==> src/hdl/protobuf_field_encoder_unit_defines.svh <==
// Assertion macros shared by the protobuf field encoder RTL.
// Plain text macros only; no dependencies.
`ifndef PROTOBUF_FIELD_ENCODER_UNIT_DEFINES_SVH
`define PROTOBUF_FIELD_ENCODER_UNIT_DEFINES_SVH

// Check that a condition implies another in the same cycle
`define PFE_ASSERT_SAME(label, clk, rst, cond, expr, msg) \
   label: assert property (@(posedge clk) disable iff (rst) (cond) |-> (expr)) \
      else $error(msg);

// Check that a condition implies another in the following cycle
`define PFE_ASSERT_NEXT(label, clk, rst, cond, expr, msg) \
   label: assert property (@(posedge clk) disable iff (rst) (cond) |=> (expr)) \
      else $error(msg);

`endif

==> src/hdl/pfe_pkg.sv <==
// Package for the protobuf field encoder: field widths, microcode format,
// control and status structs, the control store and value coding functions.
package pfe_pkg;

   localparam int ModeW  = 3;
   localparam int LongW  = 29;
   localparam int ShortW = 8;
   localparam int ValueW = 64;
   localparam int ByteW  = 8;
   localparam int KeyW   = 32;
   localparam int StepW  = 3;
   localparam int CntW   = 3;

   // Value modes
   localparam logic [ModeW-1:0] MODE_RAW   = 3'd0;
   localparam logic [ModeW-1:0] MODE_ZZ8   = 3'd1;
   localparam logic [ModeW-1:0] MODE_ZZ16  = 3'd2;
   localparam logic [ModeW-1:0] MODE_ZZ32  = 3'd3;
   localparam logic [ModeW-1:0] MODE_ZZ64  = 3'd4;
   localparam logic [ModeW-1:0] MODE_FIX32 = 3'd5;
   localparam logic [ModeW-1:0] MODE_FIX64 = 3'd6;

   // Wire types
   localparam logic [2:0] WIRE_VARINT = 3'd0;
   localparam logic [2:0] WIRE_FIX64  = 3'd1;
   localparam logic [2:0] WIRE_FIX32  = 3'd5;

   // Bytes of a fixed field, less one
   localparam logic [CntW-1:0] FIX32_CNT = 3'd3;
   localparam logic [CntW-1:0] FIX64_CNT = 3'd7;

   // Datapath operations
   localparam logic [1:0] OP_ACCEPT  = 2'd0;
   localparam logic [1:0] OP_VARINT  = 2'd1;
   localparam logic [1:0] OP_LOADVAL = 2'd2;
   localparam logic [1:0] OP_FIXED   = 2'd3;

   // Jump conditions
   localparam logic [1:0] COND_NOREQ  = 2'd0;
   localparam logic [1:0] COND_MORE   = 2'd1;
   localparam logic [1:0] COND_FIXED  = 2'd2;
   localparam logic [1:0] COND_CNT_NZ = 2'd3;

   // Program steps
   localparam logic [StepW-1:0] STEP_IDLE    = 3'd0;
   localparam logic [StepW-1:0] STEP_KEY     = 3'd1;
   localparam logic [StepW-1:0] STEP_LOADVAL = 3'd2;
   localparam logic [StepW-1:0] STEP_VARINT  = 3'd3;
   localparam logic [StepW-1:0] STEP_FIXED   = 3'd4;

   typedef struct packed {
      logic [1:0]       op;
      logic [1:0]       cond;
      logic [StepW-1:0] jump;
      logic [StepW-1:0] next;
      logic             fin;
   } ucode_type;

   typedef struct packed {
      logic [1:0] op;
      logic       en;
      logic       last;
   } ctrl_type;

   typedef struct packed {
      logic req_valid;
      logic out_free;
      logic more;
      logic fixed;
      logic cnt_nz;
   } stat_type;

   // Control store: one word per step
   function automatic ucode_type pfe_ucode(input logic [StepW-1:0] step);
      ucode_type w;
      case (step)
         STEP_IDLE:    w = '{OP_ACCEPT,  COND_NOREQ,  STEP_IDLE,    STEP_KEY,     1'b0};
         STEP_KEY:     w = '{OP_VARINT,  COND_MORE,   STEP_KEY,     STEP_LOADVAL, 1'b0};
         STEP_LOADVAL: w = '{OP_LOADVAL, COND_FIXED,  STEP_FIXED,   STEP_VARINT,  1'b0};
         STEP_VARINT:  w = '{OP_VARINT,  COND_MORE,   STEP_VARINT,  STEP_IDLE,    1'b1};
         STEP_FIXED:   w = '{OP_FIXED,   COND_CNT_NZ, STEP_FIXED,   STEP_IDLE,    1'b1};
         default:      w = '{OP_LOADVAL, COND_FIXED,  STEP_IDLE,    STEP_IDLE,    1'b0};
      endcase
      return w;
   endfunction

   // Zigzag of the low bits chosen by mode; other modes pass the word through
   function automatic logic [ValueW-1:0] pfe_code_value(input logic [ModeW-1:0] mode,
                                                        input logic [ValueW-1:0] v);
      logic [ValueW-1:0] r;
      case (mode)
         MODE_ZZ8:  r = {56'd0, {v[6:0], 1'b0} ^ {8{v[7]}}};
         MODE_ZZ16: r = {48'd0, {v[14:0], 1'b0} ^ {16{v[15]}}};
         MODE_ZZ32: r = {32'd0, {v[30:0], 1'b0} ^ {32{v[31]}}};
         MODE_ZZ64: r = {v[62:0], 1'b0} ^ {64{v[63]}};
         default:   r = v;
      endcase
      return r;
   endfunction

endpackage

==> src/hdl/pfe_if.sv <==
// Channel interfaces of the protobuf field encoder: request and response.
// Depends on pfe_pkg for field widths.
interface pfe_req_if import pfe_pkg::*; ();
   logic              valid;
   logic              ready;
   logic [ModeW-1:0]  mode;
   logic [LongW-1:0]  long_id;
   logic [ShortW-1:0] short_id;
   logic [ValueW-1:0] value;

   modport source (output valid, mode, long_id, short_id, value, input ready);
   modport sink   (input valid, mode, long_id, short_id, value, output ready);
endinterface

interface pfe_rsp_if import pfe_pkg::*; ();
   logic             valid;
   logic             ready;
   logic [ByteW-1:0] out_byte;
   logic             last;

   modport source (output valid, out_byte, last, input ready);
   modport sink   (input valid, out_byte, last, output ready);
endinterface

==> src/hdl/pfe_sequencer.sv <==
// Microcode sequencer: step counter, control store lookup and jump logic.
// Depends on pfe_pkg for the microcode format and control structs.
module pfe_sequencer import pfe_pkg::*; (
   input  logic     clock,
   input  logic     reset,
   input  stat_type stat,
   output ctrl_type ctrl
);

   logic [StepW-1:0] step_ff, step_in;
   ucode_type        word;
   logic             take;
   logic             advance;

   // Fetch the control word and evaluate its jump condition
   always_comb begin
      word = pfe_ucode(step_ff);
      case (word.cond)
         COND_NOREQ:  take = !stat.req_valid;
         COND_MORE:   take = stat.more;
         COND_FIXED:  take = stat.fixed;
         COND_CNT_NZ: take = stat.cnt_nz;
         default:     take = 1'b0;
      endcase
   end

   // Hold emitting steps while the output register is still occupied
   always_comb begin
      advance = ((word.op != OP_VARINT) && (word.op != OP_FIXED)) || stat.out_free;
      step_in = step_ff;
      if (advance) begin
         step_in = take ? word.jump : word.next;
      end
      ctrl.op   = word.op;
      ctrl.en   = advance;
      ctrl.last = word.fin && !take;
   end

   always_ff @(posedge clock) begin
      if (reset) begin
         step_ff <= STEP_IDLE;
      end else begin
         step_ff <= step_in;
      end
   end

endmodule

==> src/hdl/pfe_datapath.sv <==
// Datapath: field capture, key and value shift register, byte counter and
// output register. Depends on pfe_pkg and the channel interfaces.
module pfe_datapath import pfe_pkg::*; (
   input  logic      clock,
   input  logic      reset,
   input  ctrl_type  ctrl,
   output stat_type  stat,
   pfe_req_if.sink   req_bus,
   pfe_rsp_if.source rsp_bus
);

   logic [ValueW-1:0] sh_ff, sh_in;
   logic [ValueW-1:0] val_ff, val_in;
   logic [ModeW-1:0]  mode_ff, mode_in;
   logic [CntW-1:0]   cnt_ff, cnt_in;
   logic [ByteW-1:0]  obyte_ff, obyte_in;
   logic              olast_ff, olast_in;
   logic              ovalid_ff, ovalid_in;

   logic [LongW-1:0]  id;
   logic [2:0]        wire_type;
   logic              more;
   logic              fixed;

   // Field number and wire type of the incoming word
   always_comb begin
      id = (req_bus.short_id != '0) ? {{(LongW-ShortW){1'b0}}, req_bus.short_id}
                                    : req_bus.long_id;
      case (req_bus.mode)
         MODE_FIX32: wire_type = WIRE_FIX32;
         MODE_FIX64: wire_type = WIRE_FIX64;
         default:    wire_type = WIRE_VARINT;
      endcase
   end

   assign more  = (sh_ff[ValueW-1:7] != '0);
   assign fixed = (mode_ff == MODE_FIX32) || (mode_ff == MODE_FIX64);

   assign stat.req_valid = req_bus.valid;
   assign stat.out_free  = !ovalid_ff || rsp_bus.ready;
   assign stat.more      = more;
   assign stat.fixed     = fixed;
   assign stat.cnt_nz    = (cnt_ff != '0);

   assign req_bus.ready = (ctrl.op == OP_ACCEPT);

   // Carry out the operation of the current step
   always_comb begin
      sh_in     = sh_ff;
      val_in    = val_ff;
      mode_in   = mode_ff;
      cnt_in    = cnt_ff;
      obyte_in  = obyte_ff;
      olast_in  = olast_ff;
      ovalid_in = ovalid_ff && !rsp_bus.ready;
      if (ctrl.en) begin
         case (ctrl.op)
            OP_ACCEPT: begin
               if (req_bus.valid) begin
                  sh_in   = {{(ValueW-KeyW){1'b0}}, id, wire_type};
                  val_in  = req_bus.value;
                  mode_in = req_bus.mode;
               end
            end
            OP_VARINT: begin
               obyte_in  = {more, sh_ff[6:0]};
               olast_in  = ctrl.last;
               ovalid_in = 1'b1;
               sh_in     = sh_ff >> 7;
            end
            OP_LOADVAL: begin
               sh_in  = pfe_code_value(mode_ff, val_ff);
               cnt_in = (mode_ff == MODE_FIX32) ? FIX32_CNT : FIX64_CNT;
            end
            OP_FIXED: begin
               obyte_in  = sh_ff[ByteW-1:0];
               olast_in  = ctrl.last;
               ovalid_in = 1'b1;
               sh_in     = sh_ff >> ByteW;
               cnt_in    = cnt_ff - 1'b1;
            end
            default: begin
               sh_in = sh_ff;
            end
         endcase
      end
   end

   always_ff @(posedge clock) begin
      if (reset) begin
         ovalid_ff <= 1'b0;
      end else begin
         ovalid_ff <= ovalid_in;
      end
   end

   always_ff @(posedge clock) begin
      sh_ff    <= sh_in;
      val_ff   <= val_in;
      mode_ff  <= mode_in;
      cnt_ff   <= cnt_in;
      obyte_ff <= obyte_in;
      olast_ff <= olast_in;
   end

   assign rsp_bus.valid    = ovalid_ff;
   assign rsp_bus.out_byte = obyte_ff;
   assign rsp_bus.last     = olast_ff;

endmodule

==> src/hdl/protobuf_field_encoder_unit.sv <==
// Protobuf scalar field encoder, top level.
// req_bus takes one scalar field per word: mode, long_id, short_id, value.
// rsp_bus returns the encoded field one byte per word, key varint first,
// then the value; last marks the final byte of the field.
// The first key byte is formed at the key step, after the accept step, and is offered from the output register.
// Per field the microcode steps through one accept step, one step per key
// byte (K = 1..5 key bytes), one value load step and one step per value
// byte (V = 1..10 value bytes); an emitting step holds while output stalls.
// Only one field is held at a time; ready is high while the sequencer sits
// at its idle step, which includes the cycles in which the final byte of
// the previous field still waits in the output register.
// A stalled receiver holds the output byte and freezes the sequencer at its
// emitting step until the byte is taken.
// Reset (synchronous, active high) returns the sequencer to idle and empties
// the output register.
// Depends on pfe_pkg, the channel interfaces and the assertion macros.
`include "protobuf_field_encoder_unit_defines.svh"

module protobuf_field_encoder_unit import pfe_pkg::*; (
   input  logic      clock,
   input  logic      reset,
   pfe_req_if.sink   req_bus,
   pfe_rsp_if.source rsp_bus
);

   ctrl_type ctrl;
   stat_type stat;

   // Step through the encoding program
   pfe_sequencer u_seq (
      .clock (clock),
      .reset (reset),
      .stat  (stat),
      .ctrl  (ctrl)
   );

   // Capture, shift and emit bytes
   pfe_datapath u_dp (
      .clock   (clock),
      .reset   (reset),
      .ctrl    (ctrl),
      .stat    (stat),
      .req_bus (req_bus),
      .rsp_bus (rsp_bus)
   );

   // Checks on the sequencer and output register
   `PFE_ASSERT_NEXT(a_one_field, clock, reset, req_bus.valid && req_bus.ready, !req_bus.ready, "field taken while another is in flight")
   `PFE_ASSERT_SAME(a_no_overrun, clock, reset, ctrl.en && ((ctrl.op == OP_VARINT) || (ctrl.op == OP_FIXED)), !rsp_bus.valid || rsp_bus.ready, "output byte overwritten before taken")
   `PFE_ASSERT_NEXT(a_first_byte, clock, reset, req_bus.valid && req_bus.ready, ctrl.op == OP_VARINT, "key not emitted after field taken")

endmodule
==> src/flat_wrapper.sv <==
// flat-port wrapper written by rule: the top's interface ports become plain ports
module protobuf_field_encoder_unit_flat import pfe_pkg::*;
  (clock, reset, req_bus_valid, req_bus_mode, req_bus_long_id, req_bus_short_id, req_bus_value, req_bus_ready, rsp_bus_valid, rsp_bus_out_byte, rsp_bus_last, rsp_bus_ready);
  pfe_req_if req_bus_i ();
  pfe_rsp_if rsp_bus_i ();
  input  logic clock;
  input  logic reset;
  input wire logic [$bits(req_bus_i.valid)-1:0] req_bus_valid;
  input wire logic [$bits(req_bus_i.mode)-1:0] req_bus_mode;
  input wire logic [$bits(req_bus_i.long_id)-1:0] req_bus_long_id;
  input wire logic [$bits(req_bus_i.short_id)-1:0] req_bus_short_id;
  input wire logic [$bits(req_bus_i.value)-1:0] req_bus_value;
  output wire logic [$bits(req_bus_i.ready)-1:0] req_bus_ready;
  output wire logic [$bits(rsp_bus_i.valid)-1:0] rsp_bus_valid;
  output wire logic [$bits(rsp_bus_i.out_byte)-1:0] rsp_bus_out_byte;
  output wire logic [$bits(rsp_bus_i.last)-1:0] rsp_bus_last;
  input wire logic [$bits(rsp_bus_i.ready)-1:0] rsp_bus_ready;
  assign req_bus_i.valid = req_bus_valid;
  assign req_bus_i.mode = req_bus_mode;
  assign req_bus_i.long_id = req_bus_long_id;
  assign req_bus_i.short_id = req_bus_short_id;
  assign req_bus_i.value = req_bus_value;
  assign req_bus_ready = req_bus_i.ready;
  assign rsp_bus_valid = rsp_bus_i.valid;
  assign rsp_bus_out_byte = rsp_bus_i.out_byte;
  assign rsp_bus_last = rsp_bus_i.last;
  assign rsp_bus_i.ready = rsp_bus_ready;
  protobuf_field_encoder_unit u_core (.clock(clock), .reset(reset), .req_bus(req_bus_i), .rsp_bus(rsp_bus_i));
endmodule
==> config.mk <==
export PLATFORM = sky130hd
export DESIGN_NAME = protobuf_field_encoder_unit_flat
export DESIGN_NICKNAME = d
export VERILOG_FILES = /design/src/hdl/pfe_pkg.sv /design/src/hdl/pfe_if.sv /design/src/hdl/pfe_sequencer.sv /design/src/hdl/pfe_datapath.sv /design/src/hdl/protobuf_field_encoder_unit.sv /design/src/flat_wrapper.sv
export VERILOG_INCLUDE_DIRS = /design/src /design/src/hdl
export SDC_FILE = /design/constraint.sdc
export NUM_CORES = 1
export LEC_CHECK = 0
export ABC_AREA = 1
export BUFFER_PORTS_ARGS = -buffer_cell sky130_fd_sc_hd__buf_2
export CAP_MARGIN = 20
export CORE_MARGIN = 5
export CORE_UTILIZATION = 59
export DETAILED_ROUTE_END_ITERATION = 12
export PLACE_DENSITY = 0.81
export SLEW_MARGIN = 0
export SYNTH_ARGS = -nofsm -noshare
export SYNTH_HDL_FRONTEND = slang
export SYNTH_HIERARCHICAL = 1
export SYNTH_SLANG_ARGS = --single-unit
export TNS_END_PERCENT = 1
==> constraint.sdc <==
create_clock -name clock -period 5.6 [get_ports clock]
set_clock_uncertainty 0.1 [all_clocks]
set_input_delay 0.84 -clock clock [delete_from_list [all_inputs] [get_ports clock]]
set_output_delay 0.84 -clock clock [all_outputs]
set_load 0.005 [all_outputs]
==> impl_metrics.yaml <==
outcome:
  status: "complete, no violations"
yosys:
  synthArstFlopShare: 0
  syn_avg_cell_area_um2: 7.79
  netlist_area_um2: 8920
  ys_warn_count: 6
  synthTopCellsByArea: "edfxtp_1 (48%), nand2_1 (16%), nor2_1 (7.1%)"
  synth_top_cell_by_area: "edfxtp_1"
  syn-num-nets: 1255
  synthMostInstantiatedCell: "nand2_1"
  ys_ff_latch: 147
  synth_edf_count: 143
  synth.distinct_cells: 35
  ys_top_cells_by_count: "nand2_1 (386), nor2_1 (169), edfxtp_1 (143)"
  syn_inst: 1145
  synth_ff_type: "edfxtp_1"
  synth_top_area_frac: 0.481
  yosysSeqAreaShare: 0.490
floorplan:
  dieArea_um2: 17700
  fp-row-count: 45
  fp.dieW_um: 133
  dieHeight_um: 133
  core_um2: 15000
  ioPinCount: 119
  initial_core_util: 0.593
critical_path:
  crit_type: "reg -> reg"
  cp.required_ns: 5.57
  cp-end-kind: "flip-flop"
  setup.worst_path.start_class: "flip-flop"
  worstReg2RegEnd: "u_core/u_dp/val_ff[21]"
  rr_startpoint: "u_core/u_seq/step_ff[0]"
  worst-r2r-setup-slack_ns: 2.26
  arrival_ns: 3.31
  crit_fanout: 36
  r2r_cells: 6
timing:
  max_slew_margin: 0.292
  tns_ns: 0
  finalHoldViolCount: 0
  rsz0062_at_grt: "no"
  fin_crit_sh: 0.597
  final.min_clock_period_ns: 3.34
  max_clock_freq_mhz: 299
  maxSlewViolCount: 0
  setup_violations: 0
  tightest_slew_ns: 1.06
global_routing:
  grt_pass1_vias: 7367
  grt_usage: 0.256
  grt_pass1_wl_um: 36000
  grt_max_degree: 48
  grt_overflow: 0
  antenna_found_initial: 0
final_layout:
  layout-drive-gt1-share: 0.153
  design_area_um2: 10100
  area_delta_synth_final_pct: 12.7
  final_util: 0.669
  seq_area_um2: 4370
  n_antenna_cell: 0
  fill_cells: 1223
  num-nets-final: 1339
  fin_cells: 1430
  multiInputGateArea_um2: 3870
pwr:
  power_leakage_nw: 4.41
  vdd.ir_drop.worst_uv: 271
  p_total_mw: 5.31
  power.density_nw_per_um2: 528
clocking:
  cts_root_buf: "clkbuf_16"
  holdBufCountCts: 0
  clk_latency_ns: 0.43
  postCtsSetupBuffers: 0
  cts_buffers: 17
  cts_buffer_depth: 2
  clk_pin_slew_ns: 0.07
  htree_levels: 4
  post_cts_resize_count: 0
  clock_sinks: 147
  cts_tree: "built"
place:
  dp.cells: 1398
  port_buffers: 118
  dpl-instance-area_um2: 9510
  gp_congestion: 0.961
  dpl.hpwl_um: 15500
hold_path:
  hold_end: "u_core/u_dp/rsp_bus.out_byte[1]"
  hold_start: "u_core/u_dp/sh_ff[1]"
  worstHoldPathCells: 0
  hold_class: "reg -> reg"
route:
  drtIter0Drc: 1143
  wl_um: 22500
  routed_via_density: 5.61
  first_pass_iters: 6
  drcViolationCount: 0
  vias: 8021
  ant_nets: 0
  post_drt_wl_per_cell_um: 15.7
flow_run:
  cap_violations: 0
cell families (layout without fill, tap and decap cells):
group                      after synthesis  count (layout)  share of synthesized area
DFF                                    147             147                      0.490
buffers and inverters                  158             255                     0.0778
xor gates and xnor gates                44              44                     0.0432
AOI/OAI and AO/OA                      112             112                     0.0662
and+or+nand+nor                        682             682                      0.320
adders and majority gates                2               2                    0.00280
worst max-delay path by stage:
stage | depth (start not counted) | from | end
2_1_floorplan | 7 | rsp_bus_ready | u_core/u_dp/mode_ff[0]
3_3_place_gp | 6 | u_core/u_seq/step_ff[0] | u_core/u_dp/val_ff[20]
3_5_place_dp | 6 | u_core/u_seq/step_ff[0] | u_core/u_dp/val_ff[17]
4_1_cts | 6 | u_core/u_seq/step_ff[0] | u_core/u_dp/val_ff[22]
5_1_grt | 6 | u_core/u_seq/step_ff[0] | u_core/u_dp/val_ff[17]
6_report | 6 | u_core/u_seq/step_ff[0] | u_core/u_dp/val_ff[21]
metal layers:
metal | track usage | vias up | routed length [um]
met2 | 0.403 | 467 | 10400
li1 | - | 3886 | -
met5 | 0 | - | 0
met4 | 0.136 | 0 | 928
met3 | 0.0441 | 74 | 2040
met1 | 0.340 | 3594 | 9060
critical path, cell delays in order (launching register included):
cell and delay, ns:
dfxtp_1 0.48, o21ai_0 0.39, nor2_2 0.20, buf_4 0.34, inv_1 0.17, nor2_4 0.69, buf_4 0.56
flip-flops by register name (all words and copies together), names as in the netlist:
| name | count |
|---|---|
| u_core/u_dp/rsp_bus.valid | 1 |
| u_core/u_dp/val_ff | 64 |
| u_core/u_dp/rsp_bus.last | 1 |
| u_core/u_dp/sh_ff | 64 |
| u_core/u_dp/rsp_bus.out_byte | 8 |
| u_core/u_seq/step_ff | 3 |
| u_core/u_dp/mode_ff | 3 |
| u_core/u_dp/cnt_ff | 3 |
stage by stage:
step	hold WS, ns	setup WS (ns)
3_3_place_gp	0.302	2.40
5_1_grt	0.332	1.97
4_1_cts	0.325	2.25
3_5_place_dp	0.308	2.26
2_1_floorplan	0.300	0.924
6_report	0.323	2.26
placed cells by master, fill, tap and decap left out, types with 2 or more instances in the layout:
| master | instances |
|---|---|
| nand2_1 | 386 |
| nor2_1 | 167 |
| edfxtp_1 | 143 |
| buf_2 | 118 |
| inv_1 | 85 |
| nand3_1 | 70 |
| o21ai_0 | 49 |
| nand4_1 | 32 |
| xnor2_1 | 30 |
| a21oi_1 | 29 |
| o21ai_1 | 22 |
| clkbuf_16 | 17 |
| xor2_1 | 14 |
| buf_4 | 10 |
| inv_6 | 6 |
| inv_2 | 6 |
| nand2_2 | 6 |
| nor2_2 | 5 |
| nand3_2 | 4 |
| clkinv_1 | 4 |
| o22ai_1 | 4 |
| dfxtp_1 | 4 |
| nand3_4 | 3 |
| nor2_4 | 3 |
| a211oi_1 | 3 |
| clkinvlp_4 | 2 |
| clkinv_2 | 2 |
| clkinv_4 | 2 |
| inv_8 | 2 |
| a221oi_1 | 2 |
| nor3_1 | 2 |
| ha_1 | 2 |
area by class of cell:
class,instances,share of cell area
Tap cell,188,0.0234
Inverter,95,0.0355
Clock inverter,14,0.0117
Timing Repair Buffer,128,0.0662
Sequential cell,147,0.435
Multi-Input combinational cell,840,0.385
Clock buffer,18,0.0427
power breakdown:
| part | leakage [nW] | switching [mW] | internal [mW] |
|---|---|---|---|
| clock | 0.266 | 0.477 | 0.579 |
| sequential | 1.46 | 0.340 | 1.83 |
| combinational | 2.69 | 1.43 | 0.652 |
| total | 4.41 | 2.25 | 3.06 |
Power figures use the tool's default switching activity.
